## src/rtl/ccc_ram.sv

```systemverilog
module ccc_ram #(
   parameter int WIDTH = 8,
   parameter int DEPTH = 64
) (
   input  logic                     clock,
   input  logic                     wr_en,
   input  logic [$clog2(DEPTH)-1:0] wr_addr,
   input  logic [WIDTH-1:0]         wr_data,
   input  logic                     rd_en,
   input  logic [$clog2(DEPTH)-1:0] rd_addr,
   output logic [WIDTH-1:0]         rd_data
);

   logic [WIDTH-1:0] mem [DEPTH];

   always_ff @(posedge clock) begin
      if (wr_en) begin
         mem[wr_addr] <= wr_data;
      end
      if (rd_en) begin
         rd_data <= mem[rd_addr];
      end
   end

endmodule

```

## config.mk

```make
export PLATFORM = sky130hd
export DESIGN_NAME = ccc_ram
export DESIGN_NICKNAME = d
export VERILOG_FILES = /design/src/rtl/ccc_ram.sv
export SDC_FILE = /design/constraint.sdc
export NUM_CORES = 1
export LEC_CHECK = 0
export BUFFER_PORTS_ARGS = -buffer_cell sky130_fd_sc_hd__buf_2
export CAP_MARGIN = 0
export CORE_MARGIN = 2
export CORE_UTILIZATION = 30
export DETAILED_ROUTE_END_ITERATION = 10
export GPL_ROUTABILITY_DRIVEN = 0
export PLACE_DENSITY = 0.43
export SETUP_SLACK_MARGIN = 0.02
export SYNTH_ARGS = -nofsm -noshare
export SYNTH_HDL_FRONTEND = slang
export SYNTH_SLANG_ARGS = --single-unit
```

## constraint.sdc

```tcl
create_clock -name clock -period 3.7 [get_ports clock]
set_input_delay 0.37 -clock clock [delete_from_list [all_inputs] [get_ports clock]]
set_output_delay 0.37 -clock clock [all_outputs]
set_load 0.02 [all_outputs]
```

# After elaboration in Yosys (flattened, before gate mapping)
# Memories as Yosys holds them, arrays and structs flattened. A register that Yosys moved wholly into a read port is not among the register bits.
# Index checks and enable logic that the tools add are counted.
# Widths: inputs -> output; s select.
# word_totals
ramBits	512
memories	1
register_bits	0
out_inout_bits	8
# mem_list
name	words	width	read_ports	rd_clocked_by_memory_dff	write_ports	line_no	rtl
mem	64	8	1	1	1	14	logic [WIDTH-1:0] mem [DEPTH];
# op_classes
n_mux	2
# ops
cell	n
$mux 1	2

# Logic depth before layout (Yosys ltp)
# depth
ltp_word	2
depth_mapped	9

# Least setup slack after synthesis
# OpenSTA, ideal clock, no wires.
# synth_timing
path_kind	input port to flip-flop
start	in rd_addr[1]
end	reg rd_data[3], read port of mem, data pin
n_path_buf	3
setup_time_ns	0.266
t_arrival_ns	1.910
path_stages	7
slack_ns	1.524
cell_sequence	buf_4 -> buf_2 -> buf_2 -> mux4_2 -> mux4_2 -> o21ai_1 -> o41ai_1
# synth_rtl
element	line_no	rtl
start: declaration	10	input logic [$clog2(DEPTH)-1:0] rd_addr,
end: declaration	11	output logic [WIDTH-1:0] rd_data

==> results.txt <==
Status: finished clean
Top_reg_cell synth: edfxtp_1
PD cells: 542 nW/µm²
Worst Path Arrival: 2.64 ns
Final Util: 0.355
Hold Path Class: in2reg
Synth Instances: 940
First-pass GRT wire length: 77.1 mm
Total grt overflow: 0
Post-Syn Area: 20200 µm²
WP data required: 4.05 ns
Crit Path Class: in2reg
Setup Fix Bufs, Post-CTS: 0
Share of the yosys chip area belonging to registers: 0.771
Clk Latency, worst-skew pair: 0.63 ns
Number of synthesized flops with an enable pin: 520
Metal3 WL: 2.70 mm
Commonest non-fill, non-tap cell in the layout: edfxtp_1
Vias: 9882
Htree depth: 2
Max FO, Critical Path: 38
Placed insts: 1879
Share of cells above drive strength 1: 0.313
Rel. slew slack: 0.294
Initial core utilization: 0.302
M1 wire length: 24.1 mm
DRT Wirelength: 53.3 mm
Fmax: 0.436 GHz
Final period util: 0.620
Largest net degree at the start of global routing: 50
Total leakage power: 7.46 nW
Die extent in x: 264 µm
Minimum clock period: 2.29 ns
YS warnings: 0
Clock buffer count from CTS: 56
DR DRC count: 0
Diodes inserted: 0
Top layer used by detailed routing: met5
CORE AREA: 67000 µm²
Die Ht: 264 µm
Maximum vdd drop: 0.315 mV
Setup TNS Final: 0 ns
DIE AREA: 69600 µm²
Kind of end point of the critical path: register
Clock Tree Root: clkbuf_16
Seq cells post-synth: 520
I/O Pins: 31
Most frequent cells in the layout: 520 x edfxtp_1, 126 x mux4_2, 84 x buf_4
Final Non-Filler Cells: 1985
Area grow syn2layout: 17.4%
DP Wirelength: 33.5 mm
Vias in the first global route: 10300
Initial antenna violation count: 5
WL met2: 25.3 mm
Pwr Total: 12.9 mW
Post-CTS sizing: 0
Final slew viol count: 0
Skew final: 0.0206 ns
CTS Sinks: 520
DRT Pass-1 Iters: 4
Gr usage total: 0.155
Clk buf depth: 3
Fraction of registers with async set/reset: 0
Final setup viols: 0
Hold buffer count at CTS: 0
Worst-Margin Slew: 1.06 ns
Cell variety after synth: 39
RSZ-0062 raised after global routing: false
Row Count: 95
Synth Area per Inst: 21.5 µm²
Clk slew on worst S/H paths: 0.06 ns
Routed wire per std cell: 26.8 µm
Hold Fails Final Rpt: 0
Vias per cell: 4.98
Final layout net count: 1087
Antenna viol nets, final: 0
Post-synth net total: 963
CTS tree: yes
Port Buffers: 30
Initial DRC count: 880
Startpoint type of the worst setup path: primary input
Max Cap Viol: 0
[layout make-up]
type	instances	area, µm²
multi-input combinational	369	4320
fill	6317	43300
sequential	520	15600
timing repair buffer	117	880
clock inverter	43	439
tap	873	1090
clock buffer	63	1430
[through the flow]
stage / worst slack [ns] / hold WS (ns) / instance area (µm²)
after global routing: 1.22 / 0.133 / 23800
after CTS: 1.40 / 0.121 / 23800
after global placement: 0.816 / 0.782 / 21900
after detailed placement: 0.749 / 0.778 / 21900
after floorplan: 1.52 / 0.469 / 20200
final: 1.41 / 0.149 / 23800
[synthesized netlist by cell type, types with 3 or more instances]
cell       instances  area (µm²)
clkbuf_1          17        63.8
a211oi_1           4        30.0
o221ai_1           8        70.1
a221oi_1           6        52.6
nor2b_1           14        87.6
o2111ai_1          3        26.3
a22oi_1            3        22.5
nand3b_1           3        22.5
nand3_1           13        65.1
mux2i_1           23         230
nor3_1             7        35.0
nor2_1            83         312
buf_4             13        97.6
buf_6              4        45.0
mux2_2            13         146
nand2_1           19        71.3
edfxtp_1         520       15600
mux4_2           126        2840
nand2b_1           7        43.8
o2bb2ai_1          3        26.3
a21oi_1            3        15.0
o22ai_1            8        50.1
buf_2             11        55.1
buf_1              4        15.0
[worst paths after layout]
check | from | to | slack, ns | cells after the start
worst max-delay path | rd_addr[0] | rd_data[3] | 1.41 | 7
worst min-delay path | rd_en | rd_data[4] | 0.15 | 1
worst max register to register | mem[28][6] | rd_data[6] | 1.47 | 6
worst min register to register | mem[23][2] | rd_data[2] | 0.98 | 4
[where the power goes]
group / switching (mW) / total (mW) / internal, mW
clock network: 2.39 / 5.67 / 3.28
logic: 0.410 / 0.653 / 0.243
registers: 0.0162 / 6.55 / 6.53
total: 2.82 / 12.9 / 10.1
[kinds of logic after synthesis]
logic type             share of synthesized area
muxes                                      0.159
buffers and inverters                     0.0156
AOI/OAI and AO/OA                         0.0206
DFF                                        0.771
and+or+nand+nor                           0.0337
[worst max-delay path, stage by stage]
cell and delay [ns]:
clkbuf_8 0.30, buf_12 0.36, buf_4 0.26, mux4_2 0.52, mux4_2 0.50, o21ai_1 0.17
o41ai_1 0.11
[sequential cells by signal (all words and copies together) (netlist names)]
register / count
mem: 512
rd_data: 8
[per-layer routing]
| layer | up-vias | track usage |
|---|---|---|
| met5 | - | 0 |
| met4 | 2 | 0.0358 |
| met3 | 82 | 0.0344 |
| met2 | 235 | 0.247 |
| met1 | 5366 | 0.218 |
| li1 | 4197 | - |
Power figures use the tool's default switching activity.
