==> src/rtl/ccc_pkg.sv <==
package ccc_pkg;

   localparam int FRAC_BITS     = 16;
   localparam int COORD_W       = 20;
   localparam int RAD_W         = 19;
   localparam int SPACING_W     = 17;
   localparam int COUNT_W       = 7;
   localparam int QCNT_W        = 32;
   localparam int MAX_OBSTACLES = 64;
   localparam int OBS_AW        = $clog2(MAX_OBSTACLES);
   localparam int MAX_SAMPLES   = 4096;
   localparam int MIN_SAMPLES   = 2;
   localparam int SAMP_W        = $clog2(MAX_SAMPLES + 1);

   // point coordinates and multiplier operands
   localparam int PT_W   = COORD_W + 2;
   localparam int PROD_W = 2 * PT_W;
   localparam int ACC_W  = PROD_W + 1;

   localparam int DIV_NW = SAMP_W + COORD_W + 1;
   localparam int DIV_DW = SPACING_W;
   localparam int DIV_CW = $clog2(DIV_NW + 1);

   localparam int SQRT_IW = PROD_W;
   localparam int SQRT_OW = SQRT_IW / 2;
   localparam int SQRT_CW = $clog2(SQRT_OW + 1);

   localparam logic [SPACING_W-1:0] SPACING_RESET = SPACING_W'(655);
   localparam logic signed [PT_W-1:0] COORD_ONE  = PT_W'(1 << FRAC_BITS);
   localparam logic [QCNT_W-1:0] QCNT_MAX         = '1;

   typedef enum logic [1:0] {
      OP_CLEAR = 2'd0,
      OP_LOAD  = 2'd1,
      OP_POINT = 2'd2,
      OP_EDGE  = 2'd3
   } opcode_type;

   typedef enum logic [4:0] {
      S_IDLE,
      S_E1,
      S_E2,
      S_E3,
      S_SQ_GO,
      S_SQ_WAIT,
      S_SD_GO,
      S_SD_WAIT,
      S_PMX,
      S_PDX,
      S_PWX,
      S_PMY,
      S_PDY,
      S_PWY,
      S_CHECK,
      S_ORD,
      S_OM1,
      S_OM2,
      S_OM3,
      S_OCMP,
      S_DONE
   } state_type;

   typedef struct packed {
      logic signed [COORD_W-1:0] x;
      logic signed [COORD_W-1:0] y;
      logic [RAD_W-1:0]          radius;
   } obstacle_type;

endpackage

==> src/rtl/ccc_sqrt.sv <==
module ccc_sqrt (
   input  logic                         clock,
   input  logic                         reset,
   input  logic                         start,
   input  logic [ccc_pkg::SQRT_IW-1:0]  radicand,
   output logic                         done,
   output logic [ccc_pkg::SQRT_OW-1:0]  root
);

   logic                         busy_ff, busy_in;
   logic                         done_ff, done_in;
   logic [ccc_pkg::SQRT_CW-1:0]  cnt_ff, cnt_in;
   logic [ccc_pkg::SQRT_IW-1:0]  rad_ff, rad_in;
   logic [ccc_pkg::SQRT_OW+2:0]  rem_ff, rem_in;
   logic [ccc_pkg::SQRT_OW-1:0]  root_ff, root_in;
   logic [ccc_pkg::SQRT_OW+2:0]  rem_t;
   logic [ccc_pkg::SQRT_OW+2:0]  trial;
   logic                         ge;

   // digit-by-digit square root, two radicand bits per cycle
   always_comb begin
      rem_t   = {rem_ff[ccc_pkg::SQRT_OW:0], rad_ff[ccc_pkg::SQRT_IW-1 -: 2]};
      trial   = {1'b0, root_ff, 2'b01};
      ge      = rem_t >= trial;
      busy_in = busy_ff;
      done_in = 1'b0;
      cnt_in  = cnt_ff;
      rad_in  = rad_ff;
      rem_in  = rem_ff;
      root_in = root_ff;
      if (start) begin
         busy_in = 1'b1;
         cnt_in  = ccc_pkg::SQRT_CW'(ccc_pkg::SQRT_OW);
         rad_in  = radicand;
         rem_in  = '0;
         root_in = '0;
      end else if (busy_ff) begin
         rem_in  = ge ? rem_t - trial : rem_t;
         root_in = {root_ff[ccc_pkg::SQRT_OW-2:0], ge};
         rad_in  = {rad_ff[ccc_pkg::SQRT_IW-3:0], 2'b00};
         cnt_in  = cnt_ff - 1'b1;
         if (cnt_ff == ccc_pkg::SQRT_CW'(1)) begin
            busy_in = 1'b0;
            done_in = 1'b1;
         end
      end
   end

   always_ff @(posedge clock) begin
      if (reset) begin
         busy_ff <= 1'b0;
         done_ff <= 1'b0;
         cnt_ff  <= '0;
      end else begin
         busy_ff <= busy_in;
         done_ff <= done_in;
         cnt_ff  <= cnt_in;
      end
      rad_ff  <= rad_in;
      rem_ff  <= rem_in;
      root_ff <= root_in;
   end

   assign done = done_ff;
   assign root = root_ff;

endmodule

==> config.mk <==
export PLATFORM = sky130hd
export DESIGN_NAME = ccc_sqrt
export DESIGN_NICKNAME = d
export VERILOG_FILES = /design/src/rtl/ccc_pkg.sv /design/src/rtl/ccc_sqrt.sv
export SDC_FILE = /design/constraint.sdc
export NUM_CORES = 1
export LEC_CHECK = 0
export ABC_AREA = 1
export BUFFER_PORTS_ARGS = -buffer_cell sky130_fd_sc_hd__buf_2
export CORE_ASPECT_RATIO = 1.5
export CORE_MARGIN = 2
export CORE_UTILIZATION = 53
export CTS_CLUSTER_SIZE = 28
export DETAILED_ROUTE_END_ITERATION = 16
export PLACE_DENSITY = 0.83
export RECOVER_POWER = 25
export SLEW_MARGIN = 20
export SYNTH_ARGS = -nofsm -noshare
export SYNTH_HDL_FRONTEND = slang
export SYNTH_SLANG_ARGS = --single-unit
==> constraint.sdc <==
create_clock -name clock -period 2.4 [get_ports clock]
set_input_delay 0.24 -clock clock [delete_from_list [all_inputs] [get_ports clock]]
set_output_delay 0.24 -clock clock [all_outputs]
set_load 0.02 [all_outputs]
# Yosys cells after proc, flatten, opt, wreduce, memory -nomap -nowiden
# Index checks and enable logic that the tools add are counted.
[classes]
n_eq_ne = 1
bitwise = 1
muxes = 9
addsub = 2
n_reduce_logical = 3
n_lt_le_gt_ge = 1
[op_table]
columns = ["cell", "n"]
rows = [
  ["2-to-1 mux 44 bit", 2],
  ["greater-or-equal comparator 25 x 24 -> 1 bit", 1],
  ["2-to-1 mux 23 bit", 1],
  ["subtractor 23 bit", 1],
  ["2-to-1 mux 5 bit", 2],
  ["== test 5 x 1 -> 1 bit, second input constant", 1],
  ["subtractor 5 x 1 -> 5 bit, second input constant", 1],
  ["2-to-1 mux 1 bit", 4],
  ["OR reduction 3 bit", 1],
  ["nonzero test 2 bit", 1],
  ["OR reduction 2 bit", 1],
  ["NOT 1 bit", 1],
]
[totals]
out_inout_bits = 23
ff_bits = 96
inputBits = 47
word_cells = 24

# Logic depth before layout (Yosys ltp)
[depth]
ltp_word = 4
depth_mapped = 16
ltp_nobuf = 15

# Least setup slack after synthesis
# OpenSTA, ideal clock, no wires.
[synth_path]
path_type = "register -> register"
startpoint = "reg busy_ff"
endpoint = "reg rad_ff[0] (netlist name), enable pin"
setup_ps = 426
path_slack_ps = -110
period_less_slack_ps = 2510
t_required_ps = 1974
path_buffers = 2
path_stages_with_launch = 5
arrival_time_ps = 2084
path_cell_list = "dfxtp_1 > buf_2 > nor2_1 > inv_1 > buf_1"
[synth_between]
elab_chain_len = 1
[synth_rtl]
columns = ["item", "line", "text"]
rows = [
  ["start, declared", "ccc_sqrt.sv:10", "logic busy_ff, busy_in;"],
  ["start signal, assigned", "ccc_sqrt.sv:55", "busy_ff <= busy_in;"],
  ["nonzero test 2 bit (no line)", "--", ""],
  ["end signal, assigned", "ccc_sqrt.sv:59", "rad_ff <= rad_in;"],
  ["end, declared", "ccc_sqrt.sv:13", "logic [ccc_pkg::SQRT_IW-1:0] rad_ff, rad_in;"],
]
# Every way passes these cells.
# A chain may end at the register's enable or synchronous reset.

# Final worst setup path
[layout_path]
startpoint = "reg rem_ff[15] (netlist name)"
endpoint = "reg rem_ff[2] (netlist name)"
[layout_between]
elab_chain_len = 2
[layout_rtl]
columns = ["item", "line", "text"]
rows = [
  ["start, declared", "ccc_sqrt.sv:14", "logic [ccc_pkg::SQRT_OW+2:0] rem_ff, rem_in;"],
  ["start signal, assigned", "ccc_sqrt.sv:60", "rem_ff <= rem_in;"],
  ["greater-or-equal comparator 25 x 24 -> 1 bit", "ccc_sqrt.sv:24", "ge = rem_t >= trial;"],
  ["2-to-1 mux 23 bit", "ccc_sqrt.sv:38", "rem_in = ge ? rem_t - trial : rem_t;"],
]
# Every way passes these cells.

==> impl_table.tex <==
\begin{tabular}{lr}
\hline
Metric & Value \\
\hline
\multicolumn{2}{l}{\textbf{Timing}} \\
\quad Fin Setup TNS & 0 ns \\
\quad Final count of negative-setup-slack endpoints & 0 \\
\quad Worst-case setup margin in the final layout & 0.198 ns \\
\quad Minimum clock period after layout & 2.20 ns \\
\quad Max Slew Vio Count & 0 \\
\quad Final setup skew & 0.0113 ns \\
\quad RSZ-0062 raised after global routing & no \\
\quad Top achievable clock speed & 0.454 GHz \\
\quad Final cycle utilization of the critical path & 91.8\% \\
\quad Smallest hold slack & 0.0893 ns \\
\quad Max transition margin & 40.4\% \\
\quad Worst-margin pin slew & 0.894 ns \\
\quad Endpoints failing hold & 0 \\
\multicolumn{2}{l}{\textbf{Global route}} \\
\quad Initial antenna violation count & 0 \\
\quad GRT Util Overall & 25.0\% \\
\quad Vias in the first global route & 4,862 \\
\quad First-pass GRT wire length & 22.4 mm \\
\quad Pin count of the biggest net entering global routing & 50 \\
\quad Total congestion overflow & 0 \\
\multicolumn{2}{l}{\textbf{Worst setup path}} \\
\quad Endpoint of the worst register-to-register path & rem\_ff[2] \\
\quad Critical Path Start Type & register \\
\quad Worst Setup SP & rem\_ff[15] \\
\quad CP Data Required Time & 2.69 ns \\
\quad Largest fanout of any net on the critical path & 15 \\
\quad Worst endpoint data arrival time & 2.49 ns \\
\quad Worst setup EP type & register \\
\quad Cells on worst reg2reg path & 13 \\
\quad Critical Path End & rem\_ff[2] \\
\quad Launch point of the worst reg-to-reg path & rem\_ff[15] \\
\quad Critical path class & register to register \\
\quad Register-to-register setup slack & 0.20 ns \\
\multicolumn{2}{l}{\textbf{Cells and area}} \\
\quad Signed area change from the synthesized netlist to the final layout & 13.8\% \\
\quad Commonest cells after routing, fill and taps aside & 320 x sky130\_fd\_sc\_hd\_\_nand2\_1, 116 x sky130\_fd\_sc\_hd\_\_inv\_1, 52 x sky130\_fd\_sc\_hd\_\_dfxtp\_1 \\
\quad Final core area utilization & 61.1\% \\
\quad Summed area of non-filler cells in the final layout & 6400 um\^{}2 \\
\quad Nets & 925 \\
\quad Post-layout instance count excluding filler cells & 1,001 \\
\quad ANT cells & 0 \\
\quad Share of layout cells above drive strength 1 & 12.7\% \\
\quad Leading cell type in the layout, fill and taps excluded & sky130\_fd\_sc\_hd\_\_nand2\_1 \\
\multicolumn{2}{l}{\textbf{Placed design}} \\
\quad Port Buf Inserts & 69 \\
\quad Cell area after placement & 6130 um\^{}2 \\
\quad Post-placement cell count & 985 \\
\quad Detailed placement HPWL & 9.96 mm \\
\quad Last weighted congestion value of the routability-driven placer & 0.906 \\
\quad Minimum setup slack after placement & 0.225 ns \\
\multicolumn{2}{l}{\textbf{Clocking}} \\
\quad Clk buf depth & 2 \\
\quad TritonCTS clock tree & done \\
\quad Total number of H-tree levels & 3 \\
\quad Sinks on the clock net & 96 \\
\quad Count of buffers added by post-CTS timing repair for setup & 0 \\
\quad Number of buffers inserted during clock tree synthesis & 9 \\
\quad Clock slew at the register clock pins of the worst setup and hold paths & 0.07 ns \\
\quad Clk root buf & sky130\_fd\_sc\_hd\_\_clkbuf\_16 \\
\quad Clock latency on the worst-skew pair & 0.35 ns \\
\multicolumn{2}{l}{\textbf{Yosys}} \\
\quad Mean instance size in the synthesized netlist & 7.20 um\^{}2 \\
\quad Cell count after synthesis & 781 \\
\quad Synthesized flop and latch total & 96 \\
\quad Most used flip-flop cell after synthesis & sky130\_fd\_sc\_hd\_\_dfxtp\_1 \\
\quad Post-synthesis cell type count & 40 \\
\quad FFs w/ async S/R, synth & 0\% \\
\quad Post-Synthesis Net Count & 854 \\
\quad Number of synthesized flops with an enable pin & 44 \\
\quad Post-synthesis instance area & 5620 um\^{}2 \\
\quad Synthesis warning total & 0 \\
\quad Seq/Total Area, Yosys & 42.0\% \\
\multicolumn{2}{l}{\textbf{Pwr}} \\
\quad Cell Pwr Density & 1440 nW/um\^{}2 \\
\quad PnR Total Power & 9.24 mW \\
\quad Peak VDD IR & 0.975 mV \\
\quad P\_leak & 3.34 nW \\
\multicolumn{2}{l}{\textbf{Detailed routing}} \\
\quad Initial DRT Pass Iterations & 5 \\
\quad Drt via density & 5.08 \\
\quad WL final & 13.4 mm \\
\quad Iter 0 DRT Violations & 251 \\
\quad Number of remaining DRC errors & 0 \\
\quad Count of vias placed by the detailed router & 5,087 \\
\quad Wirelength per Cell & 13.4 um \\
\quad Routed Antenna Nets & 0 \\
\multicolumn{2}{l}{\textbf{Job}} \\
\quad Max Cap Violations & 0 \\
\multicolumn{2}{l}{\textbf{Worst hold path}} \\
\quad Class of the most critical hold timing path & input port to register \\
\multicolumn{2}{l}{\textbf{Floorplanning}} \\
\quad Top Ports & 70 \\
\quad Chip height & 130 um \\
\quad Die area & 11,500 um\^{}2 \\
\quad Std cell rows & 46 \\
\quad Horizontal die dimension & 88.1 um \\
\quad Starting density of the core & 53.7\% \\
\quad Core box area & 10,500 um\^{}2 \\
\multicolumn{2}{l}{\textbf{Outcome}} \\
\quad Status & completed \\
\hline
\end{tabular}
## worst max-delay path, stage by stage, from the launching register on
cell and delay [ns]:
sky130_fd_sc_hd__dfxtp_1 0.41, sky130_fd_sc_hd__ha_2 0.34, sky130_fd_sc_hd__nand2_1 0.13, sky130_fd_sc_hd__inv_1 0.06, sky130_fd_sc_hd__nand2_1 0.12, sky130_fd_sc_hd__inv_1 0.05, sky130_fd_sc_hd__nand2_1 0.08, sky130_fd_sc_hd__inv_1 0.05
sky130_fd_sc_hd__a21oi_1 0.16, sky130_fd_sc_hd__nand3_2 0.16, sky130_fd_sc_hd__buf_4 0.23, sky130_fd_sc_hd__a21oi_1 0.14, sky130_fd_sc_hd__o21ai_0 0.12, sky130_fd_sc_hd__nand2_1 0.07
## cell usage after synthesis, types with 3 or more instances
cell / n / area, um^2
sky130_fd_sc_hd__nand2_1: 320 / 1200
sky130_fd_sc_hd__inv_1: 117 / 439
sky130_fd_sc_hd__dfxtp_1: 52 / 1040
sky130_fd_sc_hd__edfxtp_1: 44 / 1320
sky130_fd_sc_hd__nor2_1: 41 / 154
sky130_fd_sc_hd__a21oi_1: 26 / 130
sky130_fd_sc_hd__ha_1: 26 / 325
sky130_fd_sc_hd__nand3_1: 22 / 110
sky130_fd_sc_hd__o22ai_1: 21 / 131
sky130_fd_sc_hd__nand3_2: 16 / 160
sky130_fd_sc_hd__clkbuf_1: 12 / 45.0
sky130_fd_sc_hd__nand4_1: 12 / 75.1
sky130_fd_sc_hd__o21ai_0: 10 / 50.1
sky130_fd_sc_hd__o21ai_1: 10 / 50.1
sky130_fd_sc_hd__nor3_1: 7 / 35.0
sky130_fd_sc_hd__xor2_1: 5 / 43.8
sky130_fd_sc_hd__inv_2: 4 / 15.0
sky130_fd_sc_hd__buf_1: 3 / 11.3
sky130_fd_sc_hd__buf_4: 3 / 22.5
sky130_fd_sc_hd__nand2_2: 3 / 18.8
sky130_fd_sc_hd__o211ai_1: 3 / 22.5
sky130_fd_sc_hd__xnor2_1: 3 / 26.3
## registers in the layout, summed over array words and instances, names as in the netlist
register	count
root	22
rem_ff	23
busy_ff	1
rad_ff	44
done	1
cnt_ff	5
## worst min-delay path by stage
stage	slack, ns	cells past startpoint	to	startpoint
floorplan	0.31	1	cnt_ff[4]	reset
global placement	0.44	2	cnt_ff[4]	reset
detailed placement	0.45	2	cnt_ff[4]	reset
CTS	0.08	2	cnt_ff[4]	reset
global route	0.10	2	cnt_ff[4]	reset
finish	0.09	2	cnt_ff[4]	reset
## where the power goes
part | switching, mW | internal [mW] | total (mW) | leakage, nW
clock network | 0.683 | 0.730 | 1.41 | 0.138
registers | 0.161 | 1.96 | 2.12 | 0.876
logic | 3.73 | 1.97 | 5.71 | 2.33
total | 4.58 | 4.66 | 9.24 | 3.34
## cells by family (layout without fill, tap and decap cells)
family	after synthesis	in the layout	share of synthesized area, %
buffers and inverters	144	220	10.2
xor gates and xnor gates	8	8	1.25
and+or+nand+nor	430	430	33.0
adders and majority gates	26	26	5.78
AOI/OAI and AO/OA	77	77	7.79
DFF	96	96	42.0
## metal layers
metal	global-route usage (%)	wire length, um
met4	12.7	467
met2	45.0	6930
met1	28.1	5380
met5	0	0
met3	3.86	646
## timing repair
item	in CTS	in global routing
hold endpoints to repair	0	0
resized for setup	0	2
hold buffers	0	0
endpoints found under the setup margin	0	14
## layout make-up
type / count / area, um^2
clock buffer: 10 / 229
clock inverter: 6 / 56.3
fill: 976 / 4080
inverter: 121 / 454
multi-input combinational: 541 / 2700
sequential: 96 / 2360
tap: 144 / 180
timing repair buffer: 83 / 419
(Power assumes the default switching activity.)
