==> src/rtl/ccc_pkg.sv <==
package ccc_pkg;

   localparam int FRAC_BITS     = 16;
   localparam int COORD_W       = 20;
   localparam int RAD_W         = 19;
   localparam int SPACING_W     = 17;
   localparam int COUNT_W       = 7;
   localparam int QCNT_W        = 32;
   localparam int MAX_OBSTACLES = 64;
   localparam int OBS_AW        = $clog2(MAX_OBSTACLES);
   localparam int MAX_SAMPLES   = 4096;
   localparam int MIN_SAMPLES   = 2;
   localparam int SAMP_W        = $clog2(MAX_SAMPLES + 1);

   // point coordinates and multiplier operands
   localparam int PT_W   = COORD_W + 2;
   localparam int PROD_W = 2 * PT_W;
   localparam int ACC_W  = PROD_W + 1;

   localparam int DIV_NW = SAMP_W + COORD_W + 1;
   localparam int DIV_DW = SPACING_W;
   localparam int DIV_CW = $clog2(DIV_NW + 1);

   localparam int SQRT_IW = PROD_W;
   localparam int SQRT_OW = SQRT_IW / 2;
   localparam int SQRT_CW = $clog2(SQRT_OW + 1);

   localparam logic [SPACING_W-1:0] SPACING_RESET = SPACING_W'(655);
   localparam logic signed [PT_W-1:0] COORD_ONE  = PT_W'(1 << FRAC_BITS);
   localparam logic [QCNT_W-1:0] QCNT_MAX         = '1;

   typedef enum logic [1:0] {
      OP_CLEAR = 2'd0,
      OP_LOAD  = 2'd1,
      OP_POINT = 2'd2,
      OP_EDGE  = 2'd3
   } opcode_type;

   typedef enum logic [4:0] {
      S_IDLE,
      S_E1,
      S_E2,
      S_E3,
      S_SQ_GO,
      S_SQ_WAIT,
      S_SD_GO,
      S_SD_WAIT,
      S_PMX,
      S_PDX,
      S_PWX,
      S_PMY,
      S_PDY,
      S_PWY,
      S_CHECK,
      S_ORD,
      S_OM1,
      S_OM2,
      S_OM3,
      S_OCMP,
      S_DONE
   } state_type;

   typedef struct packed {
      logic signed [COORD_W-1:0] x;
      logic signed [COORD_W-1:0] y;
      logic [RAD_W-1:0]          radius;
   } obstacle_type;

endpackage

==> src/rtl/ccc_div.sv <==
module ccc_div (
   input  logic                        clock,
   input  logic                        reset,
   input  logic                        start,
   input  logic [ccc_pkg::DIV_NW-1:0]  num,
   input  logic [ccc_pkg::DIV_DW-1:0]  den,
   output logic                        done,
   output logic [ccc_pkg::DIV_NW-1:0]  quot
);

   logic                        busy_ff, busy_in;
   logic                        done_ff, done_in;
   logic [ccc_pkg::DIV_CW-1:0]  cnt_ff, cnt_in;
   logic [ccc_pkg::DIV_NW-1:0]  quo_ff, quo_in;
   logic [ccc_pkg::DIV_DW-1:0]  rem_ff, rem_in;
   logic [ccc_pkg::DIV_DW-1:0]  den_ff, den_in;
   logic [ccc_pkg::DIV_DW:0]    rem_t;
   logic                        ge;

   // restoring division, one quotient bit per cycle
   always_comb begin
      rem_t   = {rem_ff, quo_ff[ccc_pkg::DIV_NW-1]};
      ge      = rem_t >= {1'b0, den_ff};
      busy_in = busy_ff;
      done_in = 1'b0;
      cnt_in  = cnt_ff;
      quo_in  = quo_ff;
      rem_in  = rem_ff;
      den_in  = den_ff;
      if (start) begin
         busy_in = 1'b1;
         cnt_in  = ccc_pkg::DIV_CW'(ccc_pkg::DIV_NW);
         quo_in  = num;
         rem_in  = '0;
         den_in  = den;
      end else if (busy_ff) begin
         rem_in = ge ? ccc_pkg::DIV_DW'(rem_t - {1'b0, den_ff})
                     : ccc_pkg::DIV_DW'(rem_t);
         quo_in = {quo_ff[ccc_pkg::DIV_NW-2:0], ge};
         cnt_in = cnt_ff - 1'b1;
         if (cnt_ff == ccc_pkg::DIV_CW'(1)) begin
            busy_in = 1'b0;
            done_in = 1'b1;
         end
      end
   end

   always_ff @(posedge clock) begin
      if (reset) begin
         busy_ff <= 1'b0;
         done_ff <= 1'b0;
         cnt_ff  <= '0;
      end else begin
         busy_ff <= busy_in;
         done_ff <= done_in;
         cnt_ff  <= cnt_in;
      end
      quo_ff <= quo_in;
      rem_ff <= rem_in;
      den_ff <= den_in;
   end

   assign done = done_ff;
   assign quot = quo_ff;

endmodule

==> config.mk <==
export PLATFORM = sky130hd
export DESIGN_NAME = ccc_div
export DESIGN_NICKNAME = d
export VERILOG_FILES = /design/src/rtl/ccc_pkg.sv /design/src/rtl/ccc_div.sv
export SDC_FILE = /design/constraint.sdc
export NUM_CORES = 1
export LEC_CHECK = 0
export ABC_CLOCK_PERIOD_IN_PS = 7870
export BUFFER_PORTS_ARGS = -buffer_cell sky130_fd_sc_hd__buf_2
export CAP_MARGIN = 20
export CORE_MARGIN = 2
export CORE_UTILIZATION = 59
export DETAILED_ROUTE_END_ITERATION = 8
export MAX_ROUTING_LAYER = met4
export PLACE_DENSITY = 0.87
export SYNTH_ARGS = -nofsm -noshare
export SYNTH_HDL_FRONTEND = slang
export SYNTH_SLANG_ARGS = --single-unit
==> constraint.sdc <==
create_clock -name clock -period 7.87 [get_ports clock]
set_input_delay 1.574 -clock clock [delete_from_list [all_inputs] [get_ports clock]]
set_output_delay 1.574 -clock clock [all_outputs]
set_load 0.05 [all_outputs]
# Word level (Yosys, flattened, before mapping)
# Cells that the tools add are included.
# op_classes
muxes,9
reduce_logical,3
n_lt_le_gt_ge,1
addsub,2
n_bitwise,1
n_eq_ne,1
# op_table
op,n
34-bit two-way mux,2
18-bit by 17-bit greater-or-equal comparator with 1-bit output,1
17-bit two-way mux,1
17-bit subtractor,1
6-bit two-way mux,2
6-bit by 1-bit == test with 1-bit output (second input constant),1
6-bit by 1-bit subtractor with 6-bit output (second input constant),1
1-bit two-way mux,4
3-bit OR reduction,1
2-bit nonzero test,1
2-bit OR reduction,1
1-bit NOT,1
# totals
wordCells,24
regBits,76
input_bits,54

# Logic depth before layout (Yosys ltp)
# Gate-level depths: netlist (run 1).
# logic_depth
depth_word,4
ltp_mapped,12
depth_no_buf,10

# Worst setup path after synthesis (run 1)
# Ideal clock, no wire load.
# synth_path
path_kind,in2reg
startpoint,input port start
endpoint,"register quo_ff, in the netlist quot[0], enable pin"
n_path_buf,2
path_stages,4
path_slack_ps,4563
arrival_ps,2919
t_required_ps,7481
setup_time_ps,389
path_cell_list,clkbuf_1 -> nor2_1 -> clkbuf_1 -> inv_1
# synth_via
elab_chain_len,1
# synth_rtl
item,line,rtl
start: declaration,ccc_div.sv:4,"input logic start,"
2-bit nonzero test (no line),--,
end signal: assignment,ccc_div.sv:58,quo_ff <= quo_in;
end: declaration,ccc_div.sv:14,"logic [ccc_pkg::DIV_NW-1:0] quo_ff, quo_in;"
# Every way passes these cells.
# A chain may end at the register's enable or synchronous reset.

# Worst setup path after layout (run 1)
# layout_path
startpoint,input port start
endpoint,"register quo_ff, in the netlist quot[10], enable pin"
# Same word-level chain as after synthesis.

==> results.txt, run 1 <==
Number of enable flip-flop cells after synthesis: 51. Timing would allow up to 302 MHz. Global routing used 25.9% of the available tracks across all layers.

The die covers 7480 um^2. The run gives 50.6% as the sequential area share after synthesis. Measured along the x axis, the die boundary spans 86.5 um. By area the synthesized netlist is led by sky130_fd_sc_hd__edfxtp_1 (38%), sky130_fd_sc_hd__dfxtp_1 (12%), sky130_fd_sc_hd__mux2_2 (9.5%). The run gives 0.499 ns as the worst hold slack. The effective utilization at floorplan was 60.1%; the final period demand of the worst path was 3.31 ns. Row generation in the floorplan step produced 30 rows. The most common cell type on the critical path was sky130_fd_sc_hd__buf_4.

On the final layout, the worst clock skew is 0.0134 ns. The total grt overflow is 0. TritonCTS built the clock tree.

The number of gates resized after CTS was 0. Cell with the largest stage delay on the worst path: sky130_fd_sc_hd__nor2_1. In this run the power spent charging and discharging nets is 0.308 mW. After synthesis the netlist holds a flip-flop and latch count of 76. STA classifies the critical path startpoint as a primary input. For this run, design rule violations remaining after detail routing come to 0. The Yosys step of the flow raised 0 warnings. The critical path goes through buf_2 > buf_4 > nor2_1 > inv_1 > buf_4.

The setup-violating endpoint count in the final report came out at 0. The synthesized area was 4010 um^2; the detail-routed net length per standard cell was 16.9 um. Commonest non-fill, non-tap cell in the layout: sky130_fd_sc_hd__buf_2. Of the cells placed in the final design, the portion with a size suffix greater than 1 is 32.5%. Along the worst path, the maximum fanout reaches 64. Clock-pin slew was measured on the worst setup and hold paths at 0.08 ns.

DRC marker count from the first detailed-route iteration: 202. The number of nets in the synthesized netlist was 438; the worst path required time was 7.94 ns. The vertical die dimension was 86.5 um. The routed via count divided by cell count was 5.93; the largest vdd supply drop was 153 uV. The worst path uses 42.1% of the clock period. Clock tree synthesis selected as its root buffer the cell sky130_fd_sc_hd__clkbuf_8. In the layout the commonest cells are sky130_fd_sc_hd__buf_2 (88), sky130_fd_sc_hd__edfxtp_1 (51), sky130_fd_sc_hd__mux2_2 (34). The worst hold path was traced through 2 stages. For the worst flop-to-flop path, the logic depth is 10.

In the final design database the tool counted 522 nets. Summing over every cut layer, the via total after detailed routing is 3161. Entering global routing, the biggest net connects 65 pins. The global-route wire length before repair came out at 14600 um. Most used flip-flop cell after synthesis: sky130_fd_sc_hd__edfxtp_1. The tools report the final-report max-slew violation count as 0.

The synthesized design spends more area on one cell type than any other, namely sky130_fd_sc_hd__edfxtp_1. Buffers inserted to repair hold after CTS numbered 0. The critical path is of the primary input to register type.

In this run the deepest clock path goes through 2 buffers. The flow ran to the end, and the final reports show no timing, DRC or antenna violations. Routability-driven placement finished with a final weighted congestion of 0.908.

The number of hold-slack violations in the final timing report was 0; the power density over the cells was 210 nW/um^2. Input and output buffers added on the ports amount to 88. Setup total negative slack on the finished layout was measured at 0 ns. The netlist uses 50 different library cells. The cell count after synthesis came out at 364. The max-slew headroom at the worst pin was 29.9%; the count of antenna-violating nets left after detailed routing was 0. For the clock insertion delay at the later pin of the skew report, the log shows 0.36 ns.

For the number of antenna violations at the first check in global routing, the log shows 0. The static leakage power was 2.00 nW. In this run the worst hold path is classified as register to register. The logs give 3080 for the number of global-route vias before repair and 3.38 ns for the arrival time of data at the critical path endpoint. Of the post-synthesis cell area, the dominant cell type holds 38.2%. The final layout contains routed wiring with a total length of 9020 um. Setup repair after global routing left no endpoint under its margin. The async set or reset register ratio after synthesis is 0%, and the area of the core region is 6680 um^2. In this design, the stage delay of the slowest critical-path cell is 0.89 ns. The net switching fraction of the power is 31.3%. From synthesis to final layout, the design area changed by 16.9%. The run gives 30.6% as the clock share of power. The H-tree was split into 3 levels. 89 I/O pins were placed. Of the total power, combinational logic draws 20.7%. Across the run, the number of max-cap violations was 0. The number of antenna diodes in the final layout is 0. The number of buffers created by CTS was 9; the total half-perimeter wirelength after legalization and detailed placement was 6570 um. The number of iterations in the first detailed-routing pass was 5. Dividing the synthesized area by the synthesized cell count gives 11.0 um^2. Sequential cells burn 48.6% of the power. The tools report the critical path endpoint category as a register. The number of buffers inserted to repair setup after CTS was 0.

The internal power consumption is 0.678 mW, and the transition time at the pin with the least slew margin is 1.05 ns. The number of clock sinks seen by CTS was 76; the overall power was 0.986 mW.
worst max-delay path, delay by kind of cell:
kind	cells	cell delay (ns)
buffers and inverters	4	0.86
AND/OR/NAND/NOR	1	0.89
registers in the layout, indices dropped and copies added (netlist names):
| name | count |
|---|---|
| busy_ff | 1 |
| cnt_ff | 6 |
| den_ff | 17 |
| done | 1 |
| quot | 34 |
| rem_ff | 17 |
final timing paths:
check,from,to,slack [ns]
worst min register to register,rem_ff[2],rem_ff[2],0.50
worst max register to register,quot[33],rem_ff[5],4.59
worst min-delay path,rem_ff[2],rem_ff[2],0.50
worst max-delay path,start,quot[10],4.56
power by group through the flow:
stage / Combinational [mW] / Sequential (mW) / Clock (mW)
floorplan: 0.0886 / 0.549 / 0
global placement: 0.197 / 0.487 / 0
detailed placement: 0.203 / 0.488 / 0
CTS: 0.204 / 0.480 / 0.305
global route: 0.219 / 0.484 / 0.322
finish: 0.204 / 0.480 / 0.302
cells by family (layout without fill, tap and decap cells):
kind of cell               count (synthesis)  count (layout)  share of synthesized area [%]
and+or+nand+nor                          100             100                           11.9
DFF                                       76              76                           50.6
buffers and inverters                     42             131                           4.27
xor gates and xnor gates                  16              16                           3.49
AOI/OAI and AO/OA                         75              75                           13.5
muxes                                     35              35                           9.79
adders and majority gates                 20              20                           6.42
synthesized netlist by cell type, types with 2 or more instances:
library cell and instances:
sky130_fd_sc_hd__nor2_1 25, sky130_fd_sc_hd__a211o_1 2, sky130_fd_sc_hd__o2111ai_1 2, sky130_fd_sc_hd__inv_1 24
sky130_fd_sc_hd__o21ai_0 10, sky130_fd_sc_hd__nor4_1 2, sky130_fd_sc_hd__nor4b_1 2, sky130_fd_sc_hd__mux2_2 34
sky130_fd_sc_hd__nand3_1 15, sky130_fd_sc_hd__nand2_1 28, sky130_fd_sc_hd__buf_2 5, sky130_fd_sc_hd__a21oi_1 17
sky130_fd_sc_hd__ha_1 19, sky130_fd_sc_hd__o311ai_1 4, sky130_fd_sc_hd__buf_1 6, sky130_fd_sc_hd__and3_1 2
sky130_fd_sc_hd__or4_1 2, sky130_fd_sc_hd__a21o_1 9, sky130_fd_sc_hd__clkbuf_1 6, sky130_fd_sc_hd__a32oi_1 8
sky130_fd_sc_hd__nand2b_1 5, sky130_fd_sc_hd__o21ai_1 5, sky130_fd_sc_hd__a211oi_1 3, sky130_fd_sc_hd__xnor2_1 11
sky130_fd_sc_hd__dfxtp_1 25, sky130_fd_sc_hd__nand4_1 5, sky130_fd_sc_hd__edfxtp_1 51, sky130_fd_sc_hd__a311oi_2 2
sky130_fd_sc_hd__xor2_1 5, sky130_fd_sc_hd__o31ai_1 3, sky130_fd_sc_hd__nor3_1 8
metrics by stage:
step	cell area (um^2)	cells	utilization (%)	worst slack [ns]
global route	4690	533	70.2	4.39
CTS	4680	532	70.1	4.59
detailed placement	4490	516	67.2	4.22
finish	4690	533	70.2	4.56
floorplan	4010	364	-	4.56
global placement	4490	516	67.2	4.35
area by class of cell:
class	instances	area, um^2
Clock buffer	9	124
Clock inverter	7	73.8
Fill cell	477	1990
Inverter	24	90.1
Multi-Input combinational cell	246	1810
Sequential cell	76	2030
Tap cell	80	100
Timing Repair Buffer	91	463
routing by layer:
metal / global-route usage, % / share of wire [%] / vias to the layer above
met5: - / 0 / -
met4: 9.23 / 2.2 / 0
met3: 6.76 / 5.8 / 25
met2: 41.0 / 50 / 130
met1: 32.3 / 42 / 1485
li1: - / - / 1521
Power figures use the tool's default switching activity.
==> inputs of run 2 (changes only) <==
- ABC_CLOCK_PERIOD_IN_PS: 7870 -> 2650
- CORE_UTILIZATION: 59 -> 49
- PLACE_DENSITY: 0.87 -> 0.77
- clock period: 7.87 -> 2.65 ns (I/O delays scaled with it)
==> run 2 against run 1 <==
Utilization decreased by 10 points. Clock power grew to 3.1 times the previous value. Worst hold slack got worse by 0.17 ns. Cell area up 3.5%. Register-to-register slack worse by 4.6 ns. Flip-flop and latch count did not move. Highest routed layer unchanged.
==> results.txt, run 2 (synthesis gave the netlist of run 1 again) <==
The run finished with clean final reports. The tools report the last weighted congestion value of the routability-driven placer as 0.874 (was 0.908). The commonest non-fill, non-tap cell in the layout was sky130_fd_sc_hd__buf_2 (unchanged). The hold-critical path depth was 1 (was 2). The number of gates on the worst path with buffers counted is 11 (was 5). For the total grt overflow, the log shows 0 (unchanged).

The layout overhead on the synthesized area was 21.1% (was 16.9%); the number of cell instances on the worst register-to-register path was 11 (was 10). The net switching fraction of the power is 31.8% (was 31.3%). The smallest clock period supported by the final layout is computed as 2.62 ns. Count of buffers from port buffering: 88 (unchanged). The largest net degree at the start of global routing came out at 31 (was 65).

Highest-count cells in the layout ignoring fill and taps: sky130_fd_sc_hd__buf_2 (88), sky130_fd_sc_hd__edfxtp_1 (51), sky130_fd_sc_hd__mux2_2 (33) (was sky130_fd_sc_hd__buf_2 (88), sky130_fd_sc_hd__edfxtp_1 (51), sky130_fd_sc_hd__mux2_2 (34)). Setup repair after global routing could not meet its margin everywhere. The total half-perimeter wirelength after legalization and detailed placement is 6520 um (was 6570 um).

The residual DRC count was 0 (unchanged); the number of global-route vias before repair was 3090 (was 3080). Total buffers and inverters traversed by the critical path: 3 (was 4). The final design utilization is 60.0% (was 70.2%). The busiest metal layer after global routing was met2 (unchanged).

The detail-routed net length per standard cell was 15.7 um (was 16.9 um); the number of antenna repair diodes was 0 (unchanged). The cell chosen for the clock root is sky130_fd_sc_hd__clkbuf_8 (unchanged). The run gives 35.3% (was 41.0%) as the met2 track demand over resource in global routing. The logs give 0 (unchanged) for the setup-violating endpoint count in the final report and 0.37 ns (was 0.36 ns) for the clock insertion delay at the later pin of the skew report. The run gives 8930 um^2 (was 7480 um^2) as the full die area. The routed via count divided by cell count came out at 5.59 (was 5.93).

The arrival time of data at the critical path endpoint was 2.86 ns (was 3.38 ns); the fmax was 382 MHz. The static leakage power was 2.06 nW (was 2.00 nW). For the number of ports placed on the die boundary, the log shows 89 (unchanged). The max-capacitance violation count is 0 (unchanged), and the final-report max-slew violation count is 0 (unchanged). For the largest vdd supply drop, the log shows 435 uV (was 153 uV). The vertical die dimension was 94.5 um (was 86.5 um); the transition time at the pin with the least slew margin was 0.718 ns (was 1.05 ns).

Ordered cell list for the critical path: inv_1 > ha_2 > inv_2 > fa_2 > a21o_1 > a22o_1 > o311ai_2 > nand4_1 > buf_6 > mux2i_1 > o21ai_1 (was buf_2 > buf_4 > nor2_1 > inv_1 > buf_4). For the count of antenna-violating nets left after detailed routing, the log shows 0 (unchanged). The flip-flop count of the largest register, all copies and words added came out at 34 (unchanged).

For the overall routing resource usage, the log shows 21.8% (was 25.9%). Biggest fanout along the worst timing path: 6 (was 64). The number of hold-slack violations in the final timing report was 0 (unchanged). The tools report the buffer levels on the longest clock path as 2 (unchanged).

The area of the core region is 8090 um^2 (was 6680 um^2), and the combinational cell fraction of total power is 21.2% (was 20.7%). The max-slew headroom at the worst pin came out at 52.1% (was 29.9%). The worst min-delay path class was primary input to register (was register to register). For the worst path required time, the log shows 2.90 ns (was 7.94 ns). Kind of cell with the highest combined delay on the critical path: compound AO/OA/AOI/OAI gates (was simple AND/OR/NAND/NOR gates). The net count reported at finish was 534 (was 522). The worst clock skew is 0.0154 ns (was 0.0134 ns). The DRC marker count from the first detailed-route iteration is 212 (was 202). The effective utilization at floorplan is 49.6% (was 60.1%), and the sequential cell fraction of total power is 47.4% (was 48.6%).

The number of clock sinks seen by CTS was 76 (unchanged); the share of cells above drive strength 1 was 35.1% (was 32.5%). The vias after detailed routing was 3187 (was 3161); the worst hold slack was 0.330 ns (was 0.499 ns). The run gives 0 (unchanged) as the number of antenna violations at the first check in global routing. The tools report the overall power as 2.99 mW (was 0.986 mW).

TritonCTS built the clock tree. The clock transition time at the flip-flop clock pins of the worst setup and hold paths came out at 0.09 ns (was 0.08 ns). Cell with the largest stage delay on the worst path: sky130_fd_sc_hd__edfxtp_1 (was sky130_fd_sc_hd__nor2_1). The run gives 0 (unchanged) as the hold buffer count at CTS.

The tools report the clock share of power as 31.4% (was 30.6%). Critical path endpoint category: a register (unchanged). The kind of start point of the critical path is a register (was a primary input).

The run gives 3 (unchanged) as the H-tree depth reported by CTS. The share of the clock period used by the worst path after layout is 98.7%, and the longest individual stage delay on the worst path is 0.40 ns (was 0.89 ns). The global-route wire length before repair is 14300 um (was 14600 um), and the number of core rows is 33 (was 30). The switching power is 0.949 mW (was 0.308 mW). The internal power consumption is 2.04 mW (was 0.678 mW), and the total detailed-routing wirelength is 8930 um (was 9020 um). The worst setup path category is register to register (was primary input to register).

The power density over the cells came out at 615 nW/um^2 (was 210 nW/um^2). The number of iterations in the first detailed-routing pass was 4 (was 5); the met1 capacity usage during global routing was 26.1% (was 32.3%). The tools report the number of buffers created by CTS as 9 (unchanged).

The horizontal die dimension was 94.5 um (was 86.5 um); the global-route track usage on met3 was 5.11% (was 6.76%).
[run 2: worst paths after layout]
check / start / to / slack, ns
hold reg to reg: rem_ff[8] / rem_ff[8] / 0.48
setup reg to reg: quot[33] / rem_ff[8] / 0.03
hold / removal: den[6] / den_ff[6] / 0.33
setup / recovery: quot[33] / rem_ff[8] / 0.03
[run 2: cell type report]
class	instances	area, um^2
Fill cell	664	3230
Clock inverter	7	82.6
Timing Repair Buffer	103	569
Clock buffer	9	124
Sequential cell	76	2030
Tap cell	105	131
Multi-Input combinational cell	246	1830
Inverter	24	90.1
[run 2: metrics by stage]
stage	area [um^2]	cells	setup TNS (ns)	setup WS [ns]
global placement	4620	552	0	0.134
CTS	4830	568	0	0.0283
floorplan	4020	364	-0.216	-0.109
global route	4860	570	-0.210	-0.0487
finish	4860	570	0	0.0345
detailed placement	4620	552	0	0.0481
[run 2: per-layer routing]
layer	part of all wire [%]	wire [um]	vias up
li1	-	-	1550
met1	42	3770	1503
met2	48	4300	110
met3	6.5	578	24
met4	3.2	287	0
met5	0	0	-
[run 2: power groups by stage]
stage | clock, mW | combinational [mW] | sequential (mW)
finish | 0.938 | 0.633 | 1.42
global route | 1.00 | 0.679 | 1.43
CTS | 0.952 | 0.628 | 1.42
detailed placement | 0 | 0.625 | 1.44
global placement | 0 | 0.613 | 1.44
floorplan | 0 | 0.264 | 1.63
[run 2: repair_timing]
action                     in CTS  in global routing
resized for setup               0                  5
setup endpoints to repair       0                  8
setup buffers                   0                  2
==> inputs of run 3 (changes only) <==
- ABC_AREA: unset -> 1
- CORE_UTILIZATION: 49 -> 50
- PLACE_DENSITY: 0.77 -> 0.78
- RECOVER_POWER: unset -> 25
- SLEW_MARGIN: unset -> 5
==> run 3 against run 2 <==
Critical path depth stayed put. Routed wire length is 14% higher. Die area is 6.6% higher. Largest cell class unchanged. Combinational power is 11% lower. Worst setup slack better by 0.32 ns. Flip-flop and latch count stayed put. Fmax is 14% higher.
==> results.txt, run 3 <==
Worst setup path category: register to register (unchanged). Highest-count cells in the layout ignoring fill and taps: sky130_fd_sc_hd__nand2_1 (233), sky130_fd_sc_hd__buf_2 (87), sky130_fd_sc_hd__inv_1 (79) (was sky130_fd_sc_hd__buf_2 (88), sky130_fd_sc_hd__edfxtp_1 (51), sky130_fd_sc_hd__mux2_2 (33)). Largest vdd supply drop: 452 uV (was 435 uV).

The tools report the net count reported at finish as 720 (was 534). Layout overhead on the synthesized area: 17.2% (was 21.1%). The biggest fanout along the worst timing path was 21 (was 6). TritonCTS built the clock tree. The top cell type's share of synthesized area was 35.0% (was 38.2%); the number of global-route vias before repair was 3623 (was 3090).

The clock insertion delay at the later pin of the skew report came out at 0.35 ns (was 0.37 ns). The number of clock sinks seen by CTS came out at 76 (unchanged). Worst min-delay path class: primary input to register (unchanged).

The horizontal die dimension was 97.6 um (was 94.5 um). The number of antenna violations at the first check in global routing was 0 (unchanged); the transition time at the pin with the least slew margin was 1.07 ns (was 0.718 ns). The post-synthesis cell type with the largest combined area was sky130_fd_sc_hd__edfxtp_1 (unchanged). The share of cells above drive strength 1 was 20.4% (was 35.1%). The run gives 2.95 ns (was 2.90 ns) as the worst path required time.

The final period demand of the worst path was 2.29 ns (was 2.62 ns). The kind of start point of the critical path is a register (unchanged). The vias after detailed routing came out at 3837 (was 3187). Commonest cells in the synthesized netlist: sky130_fd_sc_hd__nand2_1 (233), sky130_fd_sc_hd__inv_1 (78), sky130_fd_sc_hd__edfxtp_1 (51) (was sky130_fd_sc_hd__edfxtp_1 (51), sky130_fd_sc_hd__mux2_2 (34), sky130_fd_sc_hd__nand2_1 (28)).

The area of combinational cells with multiple inputs is 1950 um^2 (was 1830 um^2). Count of buffers from port buffering: 88 (unchanged). The area of the core region was 8590 um^2 (was 8090 um^2). The tools report the final-report max-slew violation count as 0 (unchanged).

The most used flip-flop cell after synthesis is sky130_fd_sc_hd__edfxtp_1 (unchanged). The global-route wire length before repair is 16600 um (was 14300 um). For the effective utilization at floorplan, the log shows 50.9% (was 49.6%). The filler cell count was 787 (was 664); the async set or reset register ratio after synthesis was 0% (unchanged).

The total grt overflow was 0 (unchanged); the smallest setup slack after layout was 0.356 ns (was 0.0345 ns). The buffer levels on the longest clock path came out at 2 (unchanged). The setup TNS after final layout was 0 ns (unchanged). The flow ran to the end, and the final reports show no timing, DRC or antenna violations. The full die area was 9520 um^2 (was 8930 um^2). The flip-flop count of the largest register, all copies and words added is 34 (unchanged), and the final design utilization is 59.7% (was 60.0%).

Setup repair after global routing left no endpoint under its margin. For the H-tree depth reported by CTS, the log shows 3 (unchanged). Overall routing resource usage: 22.3% (was 21.8%). The total half-perimeter wirelength after legalization and detailed placement was 7240 um (was 6520 um). The number of ports placed on the die boundary was 89 (unchanged). The total detailed-routing wirelength came out at 10200 um (was 8930 um). The DRC marker count from the first detailed-route iteration is 228 (was 212), and the largest net degree at the start of global routing is 45 (was 31).

The tools report the worst hold slack as 0.347 ns (was 0.330 ns). The arrival time of data at the critical path endpoint was 2.59 ns (was 2.86 ns). The post-place setup slack is 0.411 ns (was 0.0481 ns), and the number of synthesized register bits is 76 (unchanged). The most used standard cell by instance count after synthesis was sky130_fd_sc_hd__nand2_1 (was sky130_fd_sc_hd__edfxtp_1). Clock transition time at the flip-flop clock pins of the worst setup and hold paths: 0.08 ns (was 0.09 ns). Fmax: 436 MHz (was 382 MHz). Critical path endpoint category: a register (unchanged). The synthesized netlist cell count came out at 556 (was 364). For the count of antenna-violating nets left after detailed routing, the log shows 0 (unchanged).

The cell chosen for the clock root is sky130_fd_sc_hd__clkbuf_8 (unchanged). The power density over the cells was 595 nW/um^2 (was 615 nW/um^2). Cell types occupying the most area after synthesis: sky130_fd_sc_hd__edfxtp_1 (35%), sky130_fd_sc_hd__nand2_1 (20%), sky130_fd_sc_hd__dfxtp_1 (11%) (was sky130_fd_sc_hd__edfxtp_1 (38%), sky130_fd_sc_hd__dfxtp_1 (12%), sky130_fd_sc_hd__mux2_2 (9.5%)). The number of iterations in the first detailed-routing pass came out at 5 (was 4). The detail-routed net length per standard cell was 13.4 um (was 15.7 um). The max-capacitance violation count was 0 (unchanged); the number of enable flip-flop cells after synthesis was 51 (unchanged).

The number of gates given a new drive strength after cts was 0 (unchanged). The run gives 46.4% (was 50.6%) as the sequential area share after synthesis. The tools report the number of buffers created by CTS as 9 (unchanged). The routed via count divided by cell count came out at 5.06 (was 5.59). The logs give 0 (unchanged) for the hold buffer count at CTS and 0 (unchanged) for the number of antenna repair diodes.

The number of buffers inserted to repair setup after CTS is 0 (unchanged). The register area came out at 2030 um^2 (unchanged). The synthesized area came out at 4380 um^2 (was 4010 um^2).

The mean post-synth cell area is 7.87 um^2 (was 11.0 um^2), and the share of the clock period used by the worst path after layout is 86.6% (was 98.7%). The logs give 3.05 mW (was 2.99 mW) for the overall power and 0 (unchanged) for the number of warnings reported in the yosys synthesis log. The unique cell type count in the Yosys netlist is 36 (was 50), and the number of core rows is 34 (was 33). The last weighted congestion value of the routability-driven placer is 0.886 (was 0.874). The commonest non-fill, non-tap cell in the layout was sky130_fd_sc_hd__nand2_1 (was sky130_fd_sc_hd__buf_2). The residual DRC count was 0 (unchanged); the setup-violating endpoint count in the final report was 0 (unchanged).

The vertical die dimension is 97.6 um (was 94.5 um), and the max-slew headroom at the worst pin is 28.8% (was 52.1%). The number of hold-slack violations in the final timing report is 0 (unchanged). The worst clock skew was 0.0131 ns (was 0.0154 ns). The number of nets in the synthesized netlist is 630 (was 438). The static leakage power was 2.72 nW (was 2.06 nW).
-- run 3: cell types whose count changed in the layout (fill, tap and decap cells not counted), moves of 6 or more --
cell	change
sky130_fd_sc_hd__inv_1	+56
sky130_fd_sc_hd__nand2_1	+205
sky130_fd_sc_hd__buf_4	-9
sky130_fd_sc_hd__xnor2_1	-6
sky130_fd_sc_hd__nand3b_1	+9
sky130_fd_sc_hd__nor2_1	-8
sky130_fd_sc_hd__a32oi_1	-8
sky130_fd_sc_hd__nand3_1	+20
sky130_fd_sc_hd__mux2_2	-33
sky130_fd_sc_hd__a21o_1	-9
sky130_fd_sc_hd__nand3_2	+9
-- run 3: metrics by stage --
stage	instances	cell area (um^2)
after global routing	759	5130
final	759	5130
after detailed placement	743	4890
after global placement	743	4890
after CTS	759	5130
after floorplan	556	4380
-- run 3: area by class of cell --
class	instances	area share [%]
clock inverter	6	2.20
multi-input combinational	385	37.9
clock buffer	10	2.49
sequential	76	39.6
inverter	81	5.93
timing repair buffer	93	9.22
tap	108	2.63
-- run 3: worst max-delay path, stage by stage, from the launching register on --
cell and delay (ns):
sky130_fd_sc_hd__edfxtp_1 0.39, sky130_fd_sc_hd__inv_1 0.10, sky130_fd_sc_hd__ha_1 0.15, sky130_fd_sc_hd__inv_1 0.07, sky130_fd_sc_hd__fa_1 0.46, sky130_fd_sc_hd__nand3_1 0.14, sky130_fd_sc_hd__nand3_2 0.12, sky130_fd_sc_hd__nand2_4 0.27
sky130_fd_sc_hd__nand2_4 0.20, sky130_fd_sc_hd__nand2_1 0.12, sky130_fd_sc_hd__nand3_1 0.09, sky130_fd_sc_hd__nand2_1 0.12
-- run 3: final timing paths --
check	from	to	slack [ns]	cells after the start
worst max-delay path	quot[33]	rem_ff[14]	0.36	11
worst max register to register	quot[33]	rem_ff[14]	0.36	11
worst min-delay path	den[3]	den_ff[3]	0.35	1
worst min register to register	rem_ff[11]	rem_ff[11]	0.48	2
-- run 3: power by group --
group,total (mW),switching (mW),internal [mW]
Combinational,0.564,0.412,0.152
Clock,1.08,0.453,0.630
Sequential,1.41,0.0395,1.37
-- run 3: cell families after synthesis --
logic type / synth area share (%)
xor gates and xnor gates: 1.40
AOI/OAI and AO/OA: 3.77
DFF: 46.4
buffers and inverters: 9.12
adders and majority gates: 5.89
and+or+nand+nor: 33.4
-- run 3: metal layers --
layer	wire length, um	up-vias	GRT usage [%]	part of all wire, %
li1	-	1933	-	-
met1	4320	1747	28.4	42
met2	4920	133	35.7	48
met3	622	24	3.53	6.1
met4	299	0	9.19	2.9
met5	0	-	-	0
